===== src/sv/lbbc_pkg.sv =====
// ----------------------------------------------------------------------------
// lbbc_pkg
// Shared constants and types for the LED blink and breathe controller.
// ----------------------------------------------------------------------------
package lbbc_pkg;

  // Field and register widths
  localparam int unsigned INTERVAL_W = 16;
  localparam int unsigned PULSE_W    = 20;
  localparam int unsigned DEBOUNCE_W = 10;
  localparam int unsigned CFG_IDX_W  = 3;
  localparam int unsigned CFG_DATA_W = 20;
  localparam int unsigned S_TDATA_W  = 8;
  localparam int unsigned M_TDATA_W  = 24;

  // Default sizes of the internal timers and of the pulse width register
  localparam int unsigned TIMER_BITS_DEF = 16;
  localparam int unsigned PULSE_BITS_DEF = 20;

  // Register indexes
  localparam logic [CFG_IDX_W-1:0] REG_BLINK_INTERVAL = 3'd0;
  localparam logic [CFG_IDX_W-1:0] REG_STEP_INTERVAL  = 3'd1;
  localparam logic [CFG_IDX_W-1:0] REG_PWM_PERIOD     = 3'd2;
  localparam logic [CFG_IDX_W-1:0] REG_STEP_SIZE      = 3'd3;
  localparam logic [CFG_IDX_W-1:0] REG_DEBOUNCE       = 3'd4;
  localparam logic [CFG_IDX_W-1:0] REG_ACTIVE_LOW     = 3'd5;

  // Register reset values
  localparam logic [INTERVAL_W-1:0] BLINK_INTERVAL_RST = 16'd500;
  localparam logic [INTERVAL_W-1:0] STEP_INTERVAL_RST  = 16'd20;
  localparam logic [PULSE_W-1:0]    PWM_PERIOD_RST     = 20'd20000;
  localparam logic [PULSE_W-1:0]    STEP_SIZE_RST      = 20'd1000;
  localparam logic [DEBOUNCE_W-1:0] DEBOUNCE_RST       = 10'd50;

  // Saturation limit of the time since the last accepted level change
  localparam logic [DEBOUNCE_W-1:0] SINCE_MAX = {DEBOUNCE_W{1'b1}};

  // Mode event handed from the debouncer to the pattern generator
  typedef struct packed {
    logic switched;   // this request toggled the mode
    logic ramp_mode;  // mode after this request
  } mode_evt_t;

endpackage


===== src/sv/led_blink_breathe_controller_unit.sv =====
// ----------------------------------------------------------------------------
// led_blink_breathe_controller_unit
// Debounced button toggles between LED blinking and a PWM breathing ramp.
// ----------------------------------------------------------------------------
// Port group  Direction  Contents
// s_axis      in         one millisecond tick: button_raw
// m_axis      out        one result per tick: led, pulse width, mode, switch flag
// cfg         in         register writes, no read-back
//
// Each request passes from input to output through an input register and
// a result register with the state update in between. A new request can be
// accepted every cycle; the result register frees as it is taken, so the
// input only stalls when both registers are full and m_axis_tready is low.
// rst is synchronous and restores all control state and register defaults.
// ----------------------------------------------------------------------------
module led_blink_breathe_controller_unit
  import lbbc_pkg::*;
#(
  parameter int unsigned TIMER_BITS = TIMER_BITS_DEF,
  parameter int unsigned PULSE_BITS = PULSE_BITS_DEF
) (
  input  logic                  clk,
  input  logic                  rst,
  input  logic                  s_axis_tvalid,
  output logic                  s_axis_tready,
  input  logic [S_TDATA_W-1:0]  s_axis_tdata,   // [0] button_raw, [7:1] zero
  output logic                  m_axis_tvalid,
  input  logic                  m_axis_tready,
  output logic [M_TDATA_W-1:0]  m_axis_tdata,   // [0] led_level, [20:1] pulse_width,
                                                // [21] ramp_mode, [22] mode_changed,
                                                // [23] zero
  input  logic                  cfg_we,
  input  logic [CFG_IDX_W-1:0]  cfg_index,
  input  logic [CFG_DATA_W-1:0] cfg_data
);

  // Configuration registers
  logic [INTERVAL_W-1:0] blink_interval_ms;
  logic [INTERVAL_W-1:0] step_interval_ms;
  logic [PULSE_W-1:0]    pwm_period;
  logic [PULSE_W-1:0]    step_size;
  logic [DEBOUNCE_W-1:0] debounce_ms;
  logic                  button_active_low;

  // Input and result registers
  logic                  in_valid;
  logic                  in_button;
  logic                  out_valid;
  logic                  out_led;
  logic [PULSE_W-1:0]    out_width;
  logic                  out_ramp;
  logic                  out_changed;

  logic                  advance;
  mode_evt_t             evt;
  logic                  led_next;
  logic [PULSE_W-1:0]    width_next;

  always_ff @(posedge clk) begin
    if (rst) begin
      blink_interval_ms <= BLINK_INTERVAL_RST;
      step_interval_ms  <= STEP_INTERVAL_RST;
      pwm_period        <= PWM_PERIOD_RST;
      step_size         <= STEP_SIZE_RST;
      debounce_ms       <= DEBOUNCE_RST;
      button_active_low <= 1'b0;
    end else if (cfg_we) begin
      case (cfg_index)
        REG_BLINK_INTERVAL: blink_interval_ms <= cfg_data[INTERVAL_W-1:0];
        REG_STEP_INTERVAL:  step_interval_ms  <= cfg_data[INTERVAL_W-1:0];
        REG_PWM_PERIOD:     pwm_period        <= cfg_data[PULSE_W-1:0];
        REG_STEP_SIZE:      step_size         <= cfg_data[PULSE_W-1:0];
        REG_DEBOUNCE:       debounce_ms       <= cfg_data[DEBOUNCE_W-1:0];
        REG_ACTIVE_LOW:     button_active_low <= cfg_data[0];
        default: ;
      endcase
    end
  end

  // The held request moves into the result register whenever that is free
  // or being emptied in the same cycle.
  assign advance       = in_valid && (!out_valid || m_axis_tready);
  assign s_axis_tready = !in_valid || advance;

  always_ff @(posedge clk) begin
    if (rst) begin
      in_valid <= 1'b0;
    end else if (s_axis_tready) begin
      in_valid <= s_axis_tvalid;
    end
  end

  always_ff @(posedge clk) begin
    if (s_axis_tready && s_axis_tvalid) begin
      in_button <= s_axis_tdata[0];
    end
  end

  lbbc_debounce u_debounce (
    .clk               (clk),
    .rst               (rst),
    .advance           (advance),
    .button_raw        (in_button),
    .button_active_low (button_active_low),
    .debounce_ms       (debounce_ms),
    .evt               (evt)
  );

  lbbc_pattern #(
    .TIMER_BITS (TIMER_BITS),
    .PULSE_BITS (PULSE_BITS)
  ) u_pattern (
    .clk               (clk),
    .rst               (rst),
    .advance           (advance),
    .evt               (evt),
    .blink_interval_ms (blink_interval_ms),
    .step_interval_ms  (step_interval_ms),
    .pwm_period        (pwm_period),
    .step_size         (step_size),
    .led_next          (led_next),
    .width_next        (width_next)
  );

  always_ff @(posedge clk) begin
    if (rst) begin
      out_valid <= 1'b0;
    end else if (advance) begin
      out_valid <= 1'b1;
    end else if (m_axis_tready) begin
      out_valid <= 1'b0;
    end
  end

  always_ff @(posedge clk) begin
    if (advance) begin
      out_led     <= led_next;
      out_width   <= width_next;
      out_ramp    <= evt.ramp_mode;
      out_changed <= evt.switched;
    end
  end

  assign m_axis_tvalid = out_valid;
  assign m_axis_tdata  = {1'b0, out_changed, out_ramp, out_width, out_led};

endmodule


===== src/sv/lbbc_debounce.sv =====
// ----------------------------------------------------------------------------
// lbbc_debounce
// Button debouncer and mode toggle; state advances on each request.
// ----------------------------------------------------------------------------
module lbbc_debounce
  import lbbc_pkg::*;
(
  input  logic                  clk,
  input  logic                  rst,
  input  logic                  advance,
  input  logic                  button_raw,
  input  logic                  button_active_low,
  input  logic [DEBOUNCE_W-1:0] debounce_ms,
  output mode_evt_t             evt
);

  logic                  stable_level, stable_level_next;
  logic [DEBOUNCE_W-1:0] since_change, since_change_next;
  logic                  in_ramp_mode, in_ramp_mode_next;
  logic                  level;
  logic [DEBOUNCE_W-1:0] elapsed;
  logic                  take;

  always_comb begin
    level   = button_raw ^ button_active_low;
    elapsed = (since_change == SINCE_MAX) ? SINCE_MAX : since_change + 1'b1;
    take    = (level != stable_level) && (elapsed >= debounce_ms);

    stable_level_next = stable_level;
    since_change_next = elapsed;
    in_ramp_mode_next = in_ramp_mode;
    evt.switched      = 1'b0;
    if (take) begin
      stable_level_next = level;
      since_change_next = '0;
      // Only the change to the pressed level counts as a press.
      if (level) begin
        evt.switched      = 1'b1;
        in_ramp_mode_next = ~in_ramp_mode;
      end
    end
    evt.ramp_mode = in_ramp_mode_next;
  end

  always_ff @(posedge clk) begin
    if (rst) begin
      stable_level <= 1'b0;
      since_change <= '0;
      in_ramp_mode <= 1'b0;
    end else if (advance) begin
      stable_level <= stable_level_next;
      since_change <= since_change_next;
      in_ramp_mode <= in_ramp_mode_next;
    end
  end

endmodule


===== src/sv/lbbc_pattern.sv =====
// ----------------------------------------------------------------------------
// lbbc_pattern
// Blink timer and triangular pulse width ramp, one step per request.
// ----------------------------------------------------------------------------
module lbbc_pattern
  import lbbc_pkg::*;
#(
  parameter int unsigned TIMER_BITS = TIMER_BITS_DEF,
  parameter int unsigned PULSE_BITS = PULSE_BITS_DEF
) (
  input  logic                  clk,
  input  logic                  rst,
  input  logic                  advance,
  input  mode_evt_t             evt,
  input  logic [INTERVAL_W-1:0] blink_interval_ms,
  input  logic [INTERVAL_W-1:0] step_interval_ms,
  input  logic [PULSE_W-1:0]    pwm_period,
  input  logic [PULSE_W-1:0]    step_size,
  output logic                  led_next,
  output logic [PULSE_W-1:0]    width_next
);

  localparam int unsigned CW = (TIMER_BITS > INTERVAL_W) ? TIMER_BITS : INTERVAL_W;
  localparam int unsigned PW = ((PULSE_BITS > PULSE_W) ? PULSE_BITS : PULSE_W) + 1;
  localparam logic [TIMER_BITS-1:0] TIMER_MAX = {TIMER_BITS{1'b1}};
  localparam logic [PW-1:0]         PULSE_MAX = PW'({PULSE_BITS{1'b1}});

  logic [TIMER_BITS-1:0] blink_count, blink_count_next;
  logic [TIMER_BITS-1:0] ramp_count, ramp_count_next;
  logic                  blink_phase, blink_phase_next;
  logic                  led_pin;
  logic [PULSE_BITS-1:0] width_now, width_now_next;
  logic                  falling, falling_next;

  logic [TIMER_BITS-1:0] blink_inc, ramp_inc;
  logic                  blink_fire, ramp_fire;
  logic [PW-1:0]         w_ext, step_ext, period_ext, p_raw, p_clamp;
  logic                  turn;

  always_comb begin
    // Saturating interval timers; an interval of zero fires every tick.
    blink_inc  = (blink_count == TIMER_MAX) ? blink_count : blink_count + 1'b1;
    ramp_inc   = (ramp_count == TIMER_MAX) ? ramp_count : ramp_count + 1'b1;
    blink_fire = CW'(blink_inc) >= CW'(blink_interval_ms);
    ramp_fire  = CW'(ramp_inc) >= CW'(step_interval_ms);

    // Ramp step, with the downward step clamped at zero.
    w_ext      = PW'(width_now);
    step_ext   = PW'(step_size);
    period_ext = PW'(pwm_period);
    if (falling) begin
      p_raw = (w_ext > step_ext) ? w_ext - step_ext : '0;
    end else begin
      p_raw = w_ext + step_ext;
    end
    turn    = (p_raw >= period_ext) || (p_raw == '0);
    p_clamp = (p_raw > period_ext) ? period_ext : p_raw;
    if (p_clamp > PULSE_MAX) begin
      p_clamp = PULSE_MAX;
    end

    blink_count_next = blink_count;
    ramp_count_next  = ramp_count;
    blink_phase_next = blink_phase;
    led_next         = led_pin;
    width_now_next   = width_now;
    falling_next     = falling;

    if (evt.switched) begin
      led_next = 1'b0;
      if (evt.ramp_mode) begin
        width_now_next  = '0;
        falling_next    = 1'b0;
        ramp_count_next = '0;
      end else begin
        blink_count_next = '0;
      end
    end else if (evt.ramp_mode) begin
      ramp_count_next = ramp_fire ? '0 : ramp_inc;
      if (ramp_fire) begin
        width_now_next = p_clamp[PULSE_BITS-1:0];
        falling_next   = falling ^ turn;
      end
    end else begin
      blink_count_next = blink_fire ? '0 : blink_inc;
      if (blink_fire) begin
        blink_phase_next = ~blink_phase;
        led_next         = ~blink_phase;
      end
    end

    // The PWM is off in blink mode.
    width_next = evt.ramp_mode ? PULSE_W'(PW'(width_now_next)) : '0;
  end

  always_ff @(posedge clk) begin
    if (rst) begin
      blink_count <= '0;
      ramp_count  <= '0;
      blink_phase <= 1'b0;
      led_pin     <= 1'b0;
      width_now   <= '0;
      falling     <= 1'b0;
    end else if (advance) begin
      blink_count <= blink_count_next;
      ramp_count  <= ramp_count_next;
      blink_phase <= blink_phase_next;
      led_pin     <= led_next;
      width_now   <= width_now_next;
      falling     <= falling_next;
    end
  end

endmodule


===== config.mk =====
export PLATFORM = sky130hd
export DESIGN_NAME = led_blink_breathe_controller_unit
export DESIGN_NICKNAME = d
export VERILOG_FILES = /design/src/sv/lbbc_pkg.sv /design/src/sv/led_blink_breathe_controller_unit.sv /design/src/sv/lbbc_debounce.sv /design/src/sv/lbbc_pattern.sv
export SDC_FILE = /design/constraint.sdc
export NUM_CORES = 1
export LEC_CHECK = 0
export ABC_AREA = 1
export BUFFER_PORTS_ARGS = -buffer_cell sky130_fd_sc_hd__buf_2
export CORE_UTILIZATION = 63
export DETAILED_ROUTE_END_ITERATION = 6
export GPL_ROUTABILITY_DRIVEN = 0
export PLACE_DENSITY = 0.81
export SLEW_MARGIN = 40
export SYNTH_ARGS = -nofsm -noshare
export SYNTH_HDL_FRONTEND = slang
export SYNTH_HIERARCHICAL = 1
export SYNTH_SLANG_ARGS = --single-unit

===== constraint.sdc =====
create_clock -name clk -period 4.05 [get_ports clk]
set_input_delay 0.405 -clock clk [delete_from_list [all_inputs] [get_ports clk]]
set_output_delay 0.405 -clock clk [all_outputs]
set_load 0.02 [all_outputs]

After elaboration in Yosys (flattened, before gate mapping). Cells that the tools add are included.

Bitwise operators: 6. Equal/unequal tests: 9. Reduce and logical (&&, ||, !) cells: 23. Add/sub/neg operators: 5. Order comparisons: 7. Muxes and demuxes: 33.

Operators by type and width (number): $mux 16 (10); $mux 20 (5); $mux 21 (3); $add 16x1->16 const B (2); $eq 16x16->1 const B (2); $ge 16x16->1 (2); $add 20x20->21 (1); $ge 21x20->1 (1); $gt 21x20->1 (1); $gt 21x20->1 const B (1); $logic_not 21->1 (1); $sub 20x20->21 (1); $gt 20x20->1 (1); $mux 10 (2); $reduce_and 2->1 (9); $mux 1 (13); $add 10x1->10 const B (1); $eq 10x10->1 const B (1); $ge 10x10->1 (1); $eq 3x2->1 const B (2); $eq 3x3->1 const B (2); $not 1->1 (4); $reduce_and 4->1 (1); $reduce_bool 2->1 (2); other kinds (8) (14).

Output and inout port bits: 26. Bits of input ports: 36. Flip-flop bits (word level): 176. Logic and storage cells: 105.

Logic depth before layout (Yosys ltp).
Depth in word-level cells: 10. Depth in mapped cells: 34. Depth with buffers taken out: 33.

By module. Netlist, hierarchy kept.

Modules (own cells, without submodules): lbbc_pattern (sequential area each 1101.1 µm², times used 1, area each 8120.3 µm², cells each 1434); led_blink_breathe_controller_unit (sequential area each 2422.3 µm², times used 1, area each 4115.2 µm², cells each 505); lbbc_debounce (sequential area each 240.2 µm², times used 1, area each 1089.8 µm², cells each 168).

Worst setup path before layout. OpenSTA, ideal clock, no wires.

Path type: reg-to-reg. From: register step_size[0]. To: register out_width[19] (data pin). Arrival time: 3.173 ns. Path buffers: 1. Period minus slack after synthesis: 3.439 ns. Data required time: 3.784 ns. Stages on the path, launching flop included: 33. Slack: 0.611 ns. Setup time: 0.266 ns. Cell sequence: dfxtp_1 > ha_1 > inv_1 > fa_1 > inv_1 > nand3_1 > nand2_1 > nand2_1 > nand2_1 > nand2_1 > nand2_1 > nand2_1 > nand3_1 > nand2_1 > nand2_1 > inv_1 > ha_1 > nand2_1 > inv_1 > nand3_1 > a31oi_1 > nor2_1 > nand2_1 > nand2_1 > a21oi_1 > nor2_1 > nand3_2 > buf_2 > nand3_1 > nand2_1 > nand2_1 > nand3_1 > nor2_1.

Cells in the longest elaborated chain, start to end: 10. Elaborated cells on any way between the ends: 12. Those cells by class: add/sub: 2; order compare: 3; mux: 7.

Ends and longest elaborated chain: from (decl) (line led_blink_breathe_controller_unit.sv:41) `logic [PULSE_W-1:0] step_size;`; from (signal assigned) (line led_blink_breathe_controller_unit.sv:72) `REG_STEP_SIZE: step_size <= cfg_data[PULSE_W-1:0];`; $sub 20x20->21 / $gt 20x20->1 (equally long branches) (line lbbc_pattern.sv:52) `p_raw = (w_ext > step_ext) ? w_ext - step_ext : '0;`; $mux 21 (line lbbc_pattern.sv:52); $mux 21 (*) (line lbbc_pattern.sv:51) `if (falling) begin`; $gt 21x20->1 (line lbbc_pattern.sv:57) `p_clamp = (p_raw > period_ext) ? period_ext : p_raw;`; $mux 21 (*) (line lbbc_pattern.sv:57); $gt 21x20->1 (line lbbc_pattern.sv:58) `if (p_clamp > PULSE_MAX) begin`; $mux 20 (*) (line lbbc_pattern.sv:58); $mux 20 (*) (line lbbc_pattern.sv:80) `if (ramp_fire) begin`; $mux 20 (*) (line lbbc_pattern.sv:78) `end else if (evt.ramp_mode) begin`; $mux 20 (*) (line lbbc_pattern.sv:69) `if (evt.switched) begin`; to (signal assigned) (line led_blink_breathe_controller_unit.sv:138) `out_width <= width_next;`; to (decl) (line led_blink_breathe_controller_unit.sv:50) `logic [PULSE_W-1:0] out_width;`.

Mark *: on every way between the ends. The rest lies on a longest branch, timed or not. A chain may end at the register's enable or synchronous reset.

Worst setup path in the final report.
From: register step_size[0]. To: register out_width[4] (data pin).

Same word-level chain as after synthesis.

==> results.md <==
- Status: complete, but fails checks
- Failing checks: DRC
- Yosys warnings: 6
- CTS sink count: 176
- Max Cap Viol: 0
- Tot Pwr: 0.00473 W
- # hold bufs at CTS: 0
- CTS max path bufs: 2
- Root Buffer: clkbuf_16
- Most frequent cells after synthesis: nand2_1, inv_1, nand3_1, nor2_1, dfxtp_1
- Number of global-route vias before repair: 12800
- Seq/Total Area, Yosys: 0.282
- Post-synthesis average cell area: 6.32 µm²
- Worst-path maximum fanout: 9
- N_diodes: 0
- Worst-skew pair later-pin latency: 0.44 ns
- Synth Flop Type: dfxtp_1
- Maximum clock frequency: 0.253 GHz
- Final period util: 0.978
- Max Slew Vio Count: 0
- CP Class: flop to flop
- Core Footprint: 20500 µm²
- Final Core Density: 0.751
- Die Area: 21700 µm²
- Routed WL: 41.9 mm
- Relative slew margins: 0.494
- WP data required: 4.24 ns
- Fin crit period: 3.96 ns
- CTS tree: yes
- Top cells by area, synth: dfxtp_1, nand2_1, ha_1
- Number of synthesized flops with an enable pin: 24
- Synth unique cells: 55
- Initial DRC Count: 1798
- Slew @ Worst Pin: 0.758 ns
- Max VDD drop: 297 µV
- P_leak: 7.57 nW
- CP Launch Type: flop
- CP endpoint kind: flop
- Final setup fails: 0
- Port Buf Inserts: 53
- Die H: 147 µm
- Vias per inst: 5.84
- CTS H-tree depth: 4
- Final hold vios: 0
- Layout area overhead: 15.5%
- Post-route ant nets: 0
- Critical path arrival: 4.15 ns
- CTS buffer count: 17
- GRT Util Overall: 0.365
- Synthesized flop and latch total: 176
- Share of the synthesized area in the top cell type: 0.228
- Clock transition at the registers of the reported paths: 0.08 ns
- Row cnt: 52
- I/O pins: 62
- Asr flop ratio synth: 0
- First-pass GRT wire length: 62.4 mm
- Final setup TNS: 0 ns
- Mapped Cells: 2107
- Total number of vias: 14400
- Reg2Reg Setup Slack: 0.09 ns
- Most numerous cell in the Yosys netlist: nand2_1
- Leading area contributor after synthesis: dfxtp_1
- Die width: 147 µm
- Post-DP HPWL: 30.4 mm
- DR DRC count: 7
- Avg WL per Cell: 17.0 µm
- Final #Nets: 2321
- Initial antenna violation count: 1
- Pwr Density: 308 nW/µm²
- Synth Net Count: 2250
- Cell area after synthesis: 13300 µm²
- Setup Skew: 0.0169 ns
- Largest net degree at the start of global routing: 74
- Fraction of layout cells with a size suffix above 1: 0.162
- Drt pass-1 iters: 7
- Type of the most critical hold path: input pin to flop
- Overflow after GRT: 0
- Starting density of the core: 0.650
cells by family after synthesis:
| logic type | Yosys count | share of synthesized area |
|---|---|---|
| other | 1 | 0.000281 |
| xor gates and xnor gates | 20 | 0.0131 |
| buffers and inverters | 410 | 0.127 |
| DFF | 176 | 0.282 |
| AOI/OAI and AO/OA | 228 | 0.0917 |
| muxes | 1 | 0.000751 |
| adders and majority gates | 107 | 0.102 |
| and+or+nand+nor | 1164 | 0.383 |
layout make-up:
| class | count | area [µm²] |
|---|---|---|
| clock buffers | 17 | 425 |
| clock inverters | 15 | 166 |
| fillers | 1624 | 5100 |
| inverters | 334 | 1270 |
| multi-input cells | 1522 | 8510 |
| flip-flops and latches | 176 | 3800 |
| well taps | 270 | 338 |
| repair buffers | 127 | 885 |
final timing paths:
| check | from | endpoint | cells after the start |
|---|---|---|---|
| worst max-delay path | step_size[0] | out_width[4] | 27 |
| worst min-delay path | s_axis_tdata[0] | in_button | 1 |
| worst max register to register | step_size[0] | out_width[4] | 27 |
| worst min register to register | u_pattern/ramp_count[5] | u_pattern/ramp_count[5] | 2 |
metrics by stage:
stage | hold WS [ns] | cells | instance area (µm²) | worst slack [ns]
floorplan | 0.440 | 2107 | 13300 | 0.611
global placement | 0.450 | 2418 | 14000 | 0.0566
detailed placement | 0.459 | 2418 | 14000 | -0.0132
CTS | 0.137 | 2450 | 14600 | 0.0290
global route | 0.129 | 2461 | 15400 | -0.0885
finish | 0.149 | 2461 | 15400 | 0.0898
report_power, final:
| group | total [W] | switching [W] | internal, W | leakage (nW) |
|---|---|---|---|---|
| Sequential | 0.00187 | 0.0000518 | 0.00182 | 1.48 |
| Combinational | 0.00118 | 0.000745 | 0.000435 | 5.81 |
| Clock | 0.00168 | 0.000801 | 0.000879 | 0.287 |
metal layers:
metal  wire [µm]  GRT usage
met4        3000      0.245
met5          13          0
met1       16400      0.449
met3        3550     0.0466
met2       18900      0.600
sequential cells by signal, summed over array words and instances (netlist names), 16 cells and up:
register,cells
blink_interval_ms,16
out_width,20
pwm_period,20
step_interval_ms,16
step_size,20
u_pattern/blink_count,16
u_pattern/ramp_count,16
u_pattern/width_now,20
critical path, stage by stage (launching register included):
cell and delay (ns):
dfxtp_4 0.38, ha_1 0.18, inv_1 0.06, fa_2 0.34, inv_2 0.09, nand3_1 0.09
nand2_2 0.11, nand2_1 0.06, o21ai_1 0.10, xor2_1 0.31, nand2_2 0.11, inv_1 0.11
ha_4 0.22, a21oi_2 0.10, o21ai_0 0.09, o21ai_1 0.17, nand2_1 0.08, nand2_1 0.08
a21oi_2 0.05, nor2_1 0.11, nand3_2 0.19, nand2_4 0.19, buf_12 0.14, nand2_1 0.05
nand2_1 0.08, nand2_1 0.08, nand2_1 0.08, nor2_1 0.05
cell usage in the layout, fill, tap and decap left out, types with 6 or more instances in the layout:
cell and n:
o21bai_1 6, buf_4 69, dfxtp_2 22, nand4_1 27
inv_6 7, inv_1 301, nand3_2 28, a21oi_1 129
nand2_2 25, o21ai_0 56, nor2_4 9, nor2_1 240
inv_2 22, edfxtp_1 24, dfxtp_1 128, nor3_1 21
nor2_2 20, xnor2_1 9, a21oi_2 7, xor2_1 10
ha_1 79, ha_4 24, clkbuf_16 19, nand3_1 237
a22oi_1 10, buf_2 53, clkinv_1 8, nor3_2 7
nand2_1 525
what timing repair did:
item	4_1_cts	5_1_grt
pin swaps	0	16
buffers inserted	0	8
resized for setup	2	148
endpoints found under the setup margin	5	57
gates cloned	0	3
Note: power is estimated with default switching activity, not from simulation.
